<file path="config.mk">
export PLATFORM = sky130hd
export DESIGN_NAME = md5_digest_engine
export DESIGN_NICKNAME = d
export VERILOG_FILES = /design/src/hw/rtl/md5de_pkg.sv /design/src/hw/rtl/md5_digest_engine.sv /design/src/hw/rtl/md5de_round.sv
export SDC_FILE = /design/constraint.sdc
export NUM_CORES = 2
export LEC_CHECK = 0
export BUFFER_PORTS_ARGS = -buffer_cell sky130_fd_sc_hd__buf_2
export CORE_MARGIN = 1
export CORE_UTILIZATION = 52
export CTS_CLUSTER_SIZE = 16
export DETAILED_ROUTE_END_ITERATION = 16
export HOLD_SLACK_MARGIN = 0.15
export PLACE_DENSITY = 0.71
export SYNTH_ARGS = -nofsm -noshare
export SYNTH_HDL_FRONTEND = slang
export SYNTH_SLANG_ARGS = --single-unit
</file>
<file path="constraint.sdc">
create_clock -name clk -period 14.8 [get_ports clk]
set_clock_uncertainty 0.1 [all_clocks]
set_input_delay 1.48 -clock clk [delete_from_list [all_inputs] [get_ports clk]]
set_output_delay 1.48 -clock clk [all_outputs]
set_load 0.01 [all_outputs]
</file>
<file path="src/hw/rtl/md5de_pkg.sv">
`timescale 1ns / 1ps
// ----------------------------------------------------------------------------
// MD5 digest engine package
// Shared types, initial chaining values and the per-round constant tables.
// ----------------------------------------------------------------------------
package md5de_pkg;

  typedef struct packed {
    logic [31:0] a;
    logic [31:0] b;
    logic [31:0] c;
    logic [31:0] d;
  } regs_t;

  localparam logic [31:0] INIT_A = 32'h67452301;
  localparam logic [31:0] INIT_B = 32'hefcdab89;
  localparam logic [31:0] INIT_C = 32'h98badcfe;
  localparam logic [31:0] INIT_D = 32'h10325476;
  localparam logic [31:0] PAD_MARKER = 32'h0000_0080;

  localparam logic [31:0] ROUND_K [64] = '{
    32'hd76aa478, 32'he8c7b756, 32'h242070db, 32'hc1bdceee,
    32'hf57c0faf, 32'h4787c62a, 32'ha8304613, 32'hfd469501,
    32'h698098d8, 32'h8b44f7af, 32'hffff5bb1, 32'h895cd7be,
    32'h6b901122, 32'hfd987193, 32'ha679438e, 32'h49b40821,
    32'hf61e2562, 32'hc040b340, 32'h265e5a51, 32'he9b6c7aa,
    32'hd62f105d, 32'h02441453, 32'hd8a1e681, 32'he7d3fbc8,
    32'h21e1cde6, 32'hc33707d6, 32'hf4d50d87, 32'h455a14ed,
    32'ha9e3e905, 32'hfcefa3f8, 32'h676f02d9, 32'h8d2a4c8a,
    32'hfffa3942, 32'h8771f681, 32'h6d9d6122, 32'hfde5380c,
    32'ha4beea44, 32'h4bdecfa9, 32'hf6bb4b60, 32'hbebfbc70,
    32'h289b7ec6, 32'heaa127fa, 32'hd4ef3085, 32'h04881d05,
    32'hd9d4d039, 32'he6db99e5, 32'h1fa27cf8, 32'hc4ac5665,
    32'hf4292244, 32'h432aff97, 32'hab9423a7, 32'hfc93a039,
    32'h655b59c3, 32'h8f0ccc92, 32'hffeff47d, 32'h85845dd1,
    32'h6fa87e4f, 32'hfe2ce6e0, 32'ha3014314, 32'h4e0811a1,
    32'hf7537e82, 32'hbd3af235, 32'h2ad7d2bb, 32'heb86d391
  };

  localparam logic [4:0] ROT_AMT [16] = '{
    5'd7, 5'd12, 5'd17, 5'd22, 5'd5, 5'd9, 5'd14, 5'd20,
    5'd4, 5'd11, 5'd16, 5'd23, 5'd6, 5'd10, 5'd15, 5'd21
  };

  function automatic logic [31:0] bswap32(input logic [31:0] v);
    return {v[7:0], v[15:8], v[23:16], v[31:24]};
  endfunction

  function automatic logic [3:0] msg_index(input logic [5:0] rnd);
    logic [3:0] r4;
    logic [3:0] idx;
    r4 = rnd[3:0];
    case (rnd[5:4])
      2'd0: idx = r4;
      2'd1: idx = r4 + {r4[1:0], 2'b00} + 4'd1;
      2'd2: idx = r4 + {r4[2:0], 1'b0} + 4'd5;
      default: idx = {r4[0], 3'b000} - r4;
    endcase
    return idx;
  endfunction

  function automatic logic [4:0] rot_amount(input logic [5:0] rnd);
    return ROT_AMT[{rnd[5:4], rnd[1:0]}];
  endfunction

endpackage

</file>
<file path="src/hw/rtl/md5_digest_engine.sv">
`timescale 1ns / 1ps
// ----------------------------------------------------------------------------
// MD5 digest engine
// Streaming MD5 of a message given as little-endian 32-bit words.
// ----------------------------------------------------------------------------
// The input channel (item_valid, item_stall) carries data_word, byte_count
// and last. Every item but the last must hold four bytes; the last holds
// zero to four. The output channel (digest_valid, digest_stall) carries one
// item per message: the 128-bit digest as digest_high and digest_low.
// Message words go into a 16-entry block memory, one item per cycle while
// a block fills. A full block then passes through a step that primes the
// memory read, 64 rounds at one round per cycle, and a step that adds into
// the chaining values. No item is taken during these steps, so throughput
// is set by the single round unit and the memory read port.
// After the last item, padding words are written one per cycle (up to 18)
// into one or two final blocks, each compressed in turn. The digest
// sits in an output register, so the next message is taken while a stalled
// digest waits; only a second digest finished behind a stalled one holds
// the engine. Synchronous reset restores the initial chaining values and
// drops any pending digest.
// ----------------------------------------------------------------------------
module md5_digest_engine (
  input  logic        clk,
  input  logic        rst,
  input  logic        item_valid,
  output logic        item_stall,
  input  logic [31:0] data_word,
  input  logic [2:0]  byte_count,
  input  logic        last,
  output logic        digest_valid,
  input  logic        digest_stall,
  output logic [63:0] digest_high,
  output logic [63:0] digest_low
);

  typedef enum logic [2:0] {
    S_IDLE,
    S_PAD,
    S_PRIME,
    S_COMP,
    S_ADD,
    S_DONE
  } state_t;

  state_t           state;
  md5de_pkg::regs_t chain;
  md5de_pkg::regs_t work;
  md5de_pkg::regs_t round_out;
  logic [63:0]      bit_length;
  logic [3:0]       pos;
  logic [5:0]       rnd;
  logic             marker_pending;
  logic             no_len;
  logic             finishing;
  logic             final_block;

  logic [31:0]      buf_mem [16];
  logic [31:0]      rd_data;
  logic [3:0]       rd_addr;
  logic             wr_en;
  logic [3:0]       wr_addr;
  logic [31:0]      wr_data;

  logic             accept;
  logic [2:0]       cnt_eff;
  logic [31:0]      masked_word;
  logic [31:0]      marker_word;
  logic [63:0]      len_add;

  assign item_stall = (state != S_IDLE);
  assign accept = item_valid && !item_stall;

  always_comb begin
    if (!last || byte_count > 3'd4) begin
      cnt_eff = 3'd4;
    end else begin
      cnt_eff = byte_count;
    end
    case (cnt_eff)
      3'd0: begin
        masked_word = 32'h0;
        marker_word = md5de_pkg::PAD_MARKER;
      end
      3'd1: begin
        masked_word = {24'h0, data_word[7:0]};
        marker_word = md5de_pkg::PAD_MARKER << 8;
      end
      3'd2: begin
        masked_word = {16'h0, data_word[15:0]};
        marker_word = md5de_pkg::PAD_MARKER << 16;
      end
      3'd3: begin
        masked_word = {8'h0, data_word[23:0]};
        marker_word = md5de_pkg::PAD_MARKER << 24;
      end
      default: begin
        masked_word = data_word;
        marker_word = 32'h0;
      end
    endcase
    len_add = {58'd0, cnt_eff, 3'b000};
  end

  always_comb begin
    wr_en = 1'b0;
    wr_addr = pos;
    wr_data = masked_word | marker_word;
    if (state == S_IDLE) begin
      wr_en = accept;
    end else if (state == S_PAD) begin
      wr_en = 1'b1;
      if (marker_pending) begin
        wr_data = md5de_pkg::PAD_MARKER;
      end else if (no_len) begin
        wr_data = 32'h0;
      end else if (pos == 4'd14) begin
        wr_data = bit_length[31:0];
      end else if (pos == 4'd15) begin
        wr_data = bit_length[63:32];
      end else begin
        wr_data = 32'h0;
      end
    end
  end

  assign rd_addr = (state == S_COMP) ? md5de_pkg::msg_index(rnd + 6'd1)
                                     : md5de_pkg::msg_index(rnd);

  always_ff @(posedge clk) begin
    if (wr_en) begin
      buf_mem[wr_addr] <= wr_data;
    end
    rd_data <= buf_mem[rd_addr];
  end

  md5de_round u_round (
    .rnd (rnd),
    .cur (work),
    .msg (rd_data),
    .nxt (round_out)
  );

  always_ff @(posedge clk) begin
    if (rst) begin
      state          <= S_IDLE;
      chain          <= '{md5de_pkg::INIT_A, md5de_pkg::INIT_B,
                          md5de_pkg::INIT_C, md5de_pkg::INIT_D};
      work           <= '0;
      bit_length     <= 64'd0;
      pos            <= 4'd0;
      rnd            <= 6'd0;
      marker_pending <= 1'b0;
      no_len         <= 1'b0;
      finishing      <= 1'b0;
      final_block    <= 1'b0;
      digest_valid   <= 1'b0;
    end else begin
      if (digest_valid && !digest_stall && state != S_DONE) begin
        digest_valid <= 1'b0;
      end
      case (state)
        S_IDLE: begin
          if (accept) begin
            bit_length <= bit_length + len_add;
            pos        <= pos + 4'd1;
            if (last) begin
              finishing      <= 1'b1;
              final_block    <= 1'b0;
              marker_pending <= (cnt_eff == 3'd4);
              no_len         <= (cnt_eff != 3'd4) && (pos == 4'd14);
              state          <= (pos == 4'd15) ? S_PRIME : S_PAD;
            end else if (pos == 4'd15) begin
              finishing <= 1'b0;
              state     <= S_PRIME;
            end
          end
        end
        S_PAD: begin
          pos <= pos + 4'd1;
          if (marker_pending) begin
            marker_pending <= 1'b0;
            no_len         <= (pos[3:1] == 3'b111);
            if (pos == 4'd15) begin
              state <= S_PRIME;
            end
          end else if (pos == 4'd15) begin
            final_block <= !no_len;
            state       <= S_PRIME;
          end
        end
        S_PRIME: begin
          work  <= chain;
          rnd   <= 6'd0;
          state <= S_COMP;
        end
        S_COMP: begin
          work <= round_out;
          rnd  <= rnd + 6'd1;
          if (rnd == 6'd63) begin
            state <= S_ADD;
          end
        end
        S_ADD: begin
          chain.a <= chain.a + work.a;
          chain.b <= chain.b + work.b;
          chain.c <= chain.c + work.c;
          chain.d <= chain.d + work.d;
          work    <= '0;
          if (final_block) begin
            state <= S_DONE;
          end else if (finishing) begin
            no_len <= 1'b0;
            state  <= S_PAD;
          end else begin
            state <= S_IDLE;
          end
        end
        S_DONE: begin
          if (!digest_valid || !digest_stall) begin
            digest_high    <= {md5de_pkg::bswap32(chain.a), md5de_pkg::bswap32(chain.b)};
            digest_low     <= {md5de_pkg::bswap32(chain.c), md5de_pkg::bswap32(chain.d)};
            digest_valid   <= 1'b1;
            chain          <= '{md5de_pkg::INIT_A, md5de_pkg::INIT_B,
                                md5de_pkg::INIT_C, md5de_pkg::INIT_D};
            bit_length     <= 64'd0;
            pos            <= 4'd0;
            marker_pending <= 1'b0;
            no_len         <= 1'b0;
            finishing      <= 1'b0;
            final_block    <= 1'b0;
            state          <= S_IDLE;
          end
        end
        default: begin
          state <= S_IDLE;
        end
      endcase
    end
  end

  // A new digest is only ever launched from the done state.
  a_digest_from_done: assert property (@(posedge clk) disable iff (rst)
    $rose(digest_valid) |-> $past(state == S_DONE))
    else $error("digest_valid rose outside the done state");

  // The block memory is never written while the rounds read it.
  a_no_write_in_rounds: assert property (@(posedge clk) disable iff (rst)
    (state == S_COMP || state == S_PRIME) |-> !wr_en)
    else $error("block memory written during compression");

  // The round counter is back at zero whenever an item can be taken.
  a_round_idle: assert property (@(posedge clk) disable iff (rst)
    (state == S_IDLE) |-> (rnd == 6'd0))
    else $error("round counter not zero while idle");

  // The last block of a message always leads to the done state.
  a_final_to_done: assert property (@(posedge clk) disable iff (rst)
    (state == S_ADD && final_block) |=> (state == S_DONE))
    else $error("final block did not finish the message");

endmodule

</file>
<file path="src/hw/rtl/md5de_round.sv">
`timescale 1ns / 1ps
// ----------------------------------------------------------------------------
// MD5 round unit
// One MD5 step: the round function, the four-term add, the rotate and the
// rotation of the working registers.
// ----------------------------------------------------------------------------
module md5de_round (
  input  logic [5:0]         rnd,
  input  md5de_pkg::regs_t   cur,
  input  logic [31:0]        msg,
  output md5de_pkg::regs_t   nxt
);

  logic [31:0] f;
  logic [31:0] t;
  logic [63:0] rot_wide;

  always_comb begin
    case (rnd[5:4])
      2'd0: f = (cur.b & cur.c) | (~cur.b & cur.d);
      2'd1: f = (cur.b & cur.d) | (cur.c & ~cur.d);
      2'd2: f = cur.b ^ cur.c ^ cur.d;
      default: f = cur.c ^ (cur.b | ~cur.d);
    endcase
    t = cur.a + f + msg + md5de_pkg::ROUND_K[rnd];
    rot_wide = {t, t} << md5de_pkg::rot_amount(rnd);
    nxt.a = cur.d;
    nxt.d = cur.c;
    nxt.c = cur.b;
    nxt.b = cur.b + rot_wide[63:32];
  end

endmodule

</file>
After elaboration in Yosys (flattened, before gate mapping)
Memories as Yosys holds them, arrays and structs flattened. A register that Yosys moved wholly into a read port is not among the register bits.
Index checks and enable logic that the tools add are counted.
{"block": "classes", "reduce_logical": 31, "mux": 62, "addsub": 21, "n_bitwise": 16, "n_eq_ne": 29, "shift": 1, "order_cmp": 3}
{"cell": "$pmux 128 s3", "count": 1}
{"cell": "$add 32x32->32", "count": 8}
{"cell": "$mux 32", "count": 8}
{"cell": "$pmux 128 s2", "count": 1}
{"cell": "$pmux 32 s4", "count": 2}
{"cell": "$and 32x32->32", "count": 4}
{"cell": "$mux 128", "count": 1}
{"cell": "$mux 64", "count": 2}
{"cell": "$or 32x32->32", "count": 4}
{"cell": "$pmux 64 s2", "count": 1}
{"cell": "$pmux 32 s3", "count": 1}
{"cell": "$xor 32x32->32", "count": 3}
{"cell": "$add 64x6->64", "count": 1}
{"cell": "$not 32->32", "count": 2}
{"cell": "$shl 64x5->64", "count": 1}
{"cell": "$pmux 4 s3", "count": 3}
{"cell": "$mux 1", "count": 23}
{"cell": "$mux 3", "count": 7}
{"cell": "$pmux 3 s6", "count": 1}
{"cell": "$add 4x4->4", "count": 4}
{"cell": "$ne 2x2->1 const B", "count": 7}
{"cell": "$add 4x1->4 const B", "count": 3}
{"cell": "$eq 3x2->1 const B", "count": 4}
{"cell": "$eq 3x3->1 const B", "count": 4}
{"cell": "37 further kinds", "count": 67}
{"block": "totals", "in_bits": 40, "rom_bits": 2128, "mem_bits_rw": 512, "register_bits": 466, "elab_cells": 185, "output_inout_bits": 130, "memories": 3}
{"memory": "(name not given)", "depth": 64, "width": 32, "read_ports": 1, "rd_ports_with_merged_regs": 0, "wr": 0, "line": "md5de_round.sv:25", "text": "t = cur.a + f + msg + md5de_pkg::ROUND_K[rnd];"}
{"memory": "buf_mem", "depth": 16, "width": 32, "read_ports": 1, "rd_ports_with_merged_regs": 1, "wr": 1, "line": "md5_digest_engine.sv:57", "text": "logic [31:0] buf_mem [16];"}
{"memory": "(name not given)", "depth": 16, "width": 5, "read_ports": 1, "rd_ports_with_merged_regs": 0, "wr": 0, "line": "md5de_pkg.sv:63", "text": "return ROT_AMT[{rnd[5:4], rnd[1:0]}];"}

Depth between registers and ports, before layout
{"block": "logic_depth", "ltp_word": 10, "depth_mapped": 41}

Cells and area by module
A second synthesis with hierarchy kept.
{"block": "hier_totals", "hier_cells": 5989, "hier_area_um2": 57812.9}
{"module": "md5_digest_engine", "seq_area_each_um2": 26565.5, "instances": 1, "area_per_inst_um2": 44823.0, "cells_per_inst": 4077}
{"module": "md5de_round", "seq_area_each_um2": 0.0, "instances": 1, "area_per_inst_um2": 12990.0, "cells_per_inst": 1912}

Worst setup path after synthesis
Ideal clock, no wire load.
{"block": "synth_path", "path_type": "reg2reg", "start": "reg rnd[0]", "end": "reg work[93] in the netlist's numbering", "setup_ns": 0.070, "slack_ns": 5.191, "n_path_buf": 3, "arrival_ns": 9.439, "required_ns": 14.630, "stages_incl_launch_ff": 36, "path_cell_list": "dfxtp_1 -> inv_1 -> clkbuf_1 -> ha_1 -> clkbuf_1 -> buf_1 -> nand2_1 -> o21ai_0 -> o21bai_1 -> mux4_2 -> fa_1 -> fa_1 -> inv_1 -> ha_1 -> nor4_1 -> a2111oi_4 -> o211a_1 -> o41ai_4 -> nor2_1 -> mux4_2 -> nor2_1 -> a21oi_1 -> mux2_2 -> mux2_2 -> ha_1 -> a21oi_1 -> o211ai_1 -> a221oi_1 -> a31oi_1 -> o311ai_0 -> a21boi_0 -> o21ai_0 -> a21boi_0 -> o21ai_0 -> mux2_2 -> a21oi_1"}
{"block": "synth_between", "elab_chain_cells": 8}
{"element": "start: declaration", "line": "md5_digest_engine.sv:51", "text": "logic [5:0] rnd;"}
{"element": "start signal: assignment", "line": "md5_digest_engine.sv:198", "text": "rnd <= rnd + 6'd1;"}
{"element": "$not 6->7 (not written as such)", "line": "md5de_round.sv:25"}
{"element": "$mem_v2 64x32"}
{"element": "$mux 32 (not written as such) (2 in series)", "line": "md5de_round.sv:25"}
{"element": "$add 32x32->32", "line": "md5de_round.sv:25"}
{"element": "$shl 64x5->64 (*)", "line": "md5de_round.sv:26", "text": "rot_wide = {t, t} << md5de_pkg::rot_amount(rnd);"}
{"element": "$add 32x32->32 (*)", "line": "md5de_round.sv:30", "text": "nxt.b = cur.b + rot_wide[63:32];"}
{"element": "$pmux 128 s3 (*)", "line": "md5_digest_engine.sv:161", "text": "case (state)"}
{"element": "end signal: assignment", "line": "md5_digest_engine.sv:192", "text": "work <= chain;"}
{"element": "end signal: assignment", "line": "md5_digest_engine.sv:197", "text": "work <= round_out;"}
{"element": "end: declaration", "line": "md5_digest_engine.sv:47", "text": "md5de_pkg::regs_t work;"}
Mark *: on every way between the ends. The rest lies on a longest branch, timed or not. The select of a mux whose other input is x is not followed.
A chain may end at the register's enable or synchronous reset.

Worst setup path after layout
Ends and elaborated chain as after synthesis.

==> run metrics <==
wire per inst=23.6 um; All-Layer GR Usage=0.311; crit path from=rnd[0]; post-synth net total=6307; Power Density=122 nW/um^2; R2R Path Start=rnd[0]; Die H=335 um; setup slack, reg-to-reg=3.49 ns; io pins=170; first-pass GRT wire length=~270 mm; crit path max fanout=31; leading area contributor after synthesis=edfxtp_1; Num CTS Buffers=105; top_reg_cell synth=edfxtp_1; Critical Path End=work[93]; TritonRoute pass-1 iters=6; fin nets=6297; most frequent cell after synthesis=edfxtp_1; Synth warnings=0; final std cells w/o fill=7529; H-tree depth=3; Mapped Avg Cell Area=roughly 9.6 um^2; register area share after synthesis=0.462; crit path kind=reg -> reg; arrival time worst endpoint=around 12 ns; area of the die=112000 um^2; DRT iter0 DRCs=4559; status=complete, no violations; max incr delay on CP=between 0.6 and 0.7 ns; Critical Path RT=~15 ns; Hold Crit Class=reg -> reg; Post-synth top cells=640 x edfxtp_1, 616 x nand2_1, 517 x nor2_1; DP Cell Count=7331; post-synth top area share=0.334; Initial Utilization=0.526; num rows=about 120; setup violators final=0; Worst R2R Path Depth=39; Cells after Synth=between 5k and 6k; Post-synth EDFFs=640; crit path time final=11.31 ns; hpwl dp=122 mm; via count of the routed design=46.9k; largest net degree at the start of global routing=197; Synth cell types=88; Pins Over Slew Limit=0; clk buf depth=3; final hold slack=0.396 ns; top cells by area, synth=edfxtp_1 33%, dfxtp_1 13%, ha_1 4.9%; Final Hold Fails=0; routed wire length=178 mm; total gr overflow=0; Layout area overhead=10.0%; fin crit share=0.764; Clk pin slew, worst setup/hold paths=0.06 ns; clk root buf=clkbuf_16; R2R Path End=work[93]; critical path's most frequent cell=a21oi_1; CTS tree=yes; # clock sinks=1007; Via density=6.23; actual slew at the worst max-slew pin=1.02 ns; Resized cells post-CTS=0; # hold bufs at CTS=0; vias in the first global route=around 43k; Post-Syn Area=57600 um^2; Placeable Area=~110000 um^2; I/O Buffers=169; share of cells above drive strength 1=0.0929; Peak VDD IR=124 uV; #FFs+latches synth=1007; Slew HR=0.318; setup TNS=0 ns; DRC Markers=0; Max-Cap Viols=0; post-route ant nets=0; Die Wd=~330 um; initial antenna violation count=0; RSZ-0062 raised after global routing=false; Worst Setup End Kind=flop; Routability Congestion=0.989; Leak Pwr=22.8 nW; Fmax achieved=0.0884 GHz; Setup Buffers After CTS=0; worst skew pair latency=0.72 ns; CP max stage cell=o311ai_0; Setup crit start kind=flop; Synth async-reset ratio=0
==> sequential cells by signal, indices dropped and copies added (netlist names), 6 cells and up <==
signal       flops
buf_mem        512
chain          128
work           128
digest_high     64
digest_low      64
bit_length      61
rd_data         32
rnd              6
==> final cells by class <==
class	count	area [um^2]
Clock inverter	72	728
Timing Repair Buffer	284	1760
Tap cell	1476	1850
Inverter	231	867
Multi-Input combinational cell	4333	28800
Sequential cell	1007	26600
Fill cell	9382	46000
Clock buffer	125	2720
Antenna cell	1	2.50
==> worst max-delay path, delay by kind of cell (launching register included) <==
kind / cells / cell delay, ns
mux: 4 / 1.48
buf+inv: 5 / 1.26
compound gates: 19 / 5.01
flops: 1 / 0.31
xor+xnor: 1 / 0.10
simple gates: 4 / 0.66
fa+ha+maj: 6 / 2.29
==> power breakdown <==
group	internal, mW	switching (mW)
registers	3.14	0.0455
logic	0.672	1.22
clock network	1.51	1.15
total	5.32	2.41
==> layer usage <==
layer / wire, um / part of all wire / up-vias / GRT usage
li1: - / - / 22000 / -
met1: 74100 / 0.42 / 22700 / 0.412
met2: 83800 / 0.47 / 1773 / 0.511
met3: 11800 / 0.066 / 362 / 0.0409
met4: 8190 / 0.046 / 0 / 0.136
met5: 0 / 0 / - / 0
==> cells in the final DEF (no fill, tap or decap), types with 81 or more instances in the layout <==
cell         n
buf_2      168
clkbuf_16  105
nor3_1     163
a21o_1      87
nor2_1     501
xnor2_1    117
a21oi_1    427
nand3_1     95
a311oi_1    81
mux2i_1    164
inv_1      229
dfxtp_1    362
edfxtp_1   640
and2_1     151
o22ai_1     94
ha_1       226
o21ai_0    269
a31oi_1    112
buf_4      112
nand2_1    613
xor2_1     127
a211oi_1   331
==> worst min-delay path by stage <==
| stage | from | endpoint | slack (ns) | depth (start not counted) |
|---|---|---|---|---|
| CTS | no_len | no_len | 0.40 | 2 |
| detailed placement | no_len | no_len | 0.38 | 2 |
| global route | chain[31] | digest_low[7] | 0.41 | 0 |
| floorplan | chain[63] | chain[63] | 0.35 | 1 |
| finish | chain[95] | digest_high[7] | 0.40 | 0 |
| global placement | bit_length[49] | bit_length[49] | 0.38 | 2 |
==> logic make-up after synthesis <==
family / Yosys count / synth area share
xor+xnor: 247 / 0.0376
fa+ha+maj: 295 / 0.0731
buf+inv: 632 / 0.0414
flops: 1007 / 0.462
simple gates: 1796 / 0.142
compound gates: 1795 / 0.207
mux: 200 / 0.0373
==> through the flow <==
step                cell area (um^2)  total power, mW  utilization  setup WS (ns)
floorplan                      57600             4.52            -           5.19
global route                   63300             8.03        0.579           2.66
detailed placement             59900             5.10        0.548           3.61
global placement               59900             5.09        0.548           3.73
finish                         63300             7.73        0.579           3.49
CTS                            63300             7.74        0.579           3.54
No activity file was read; power rests on OpenSTA's default activity.
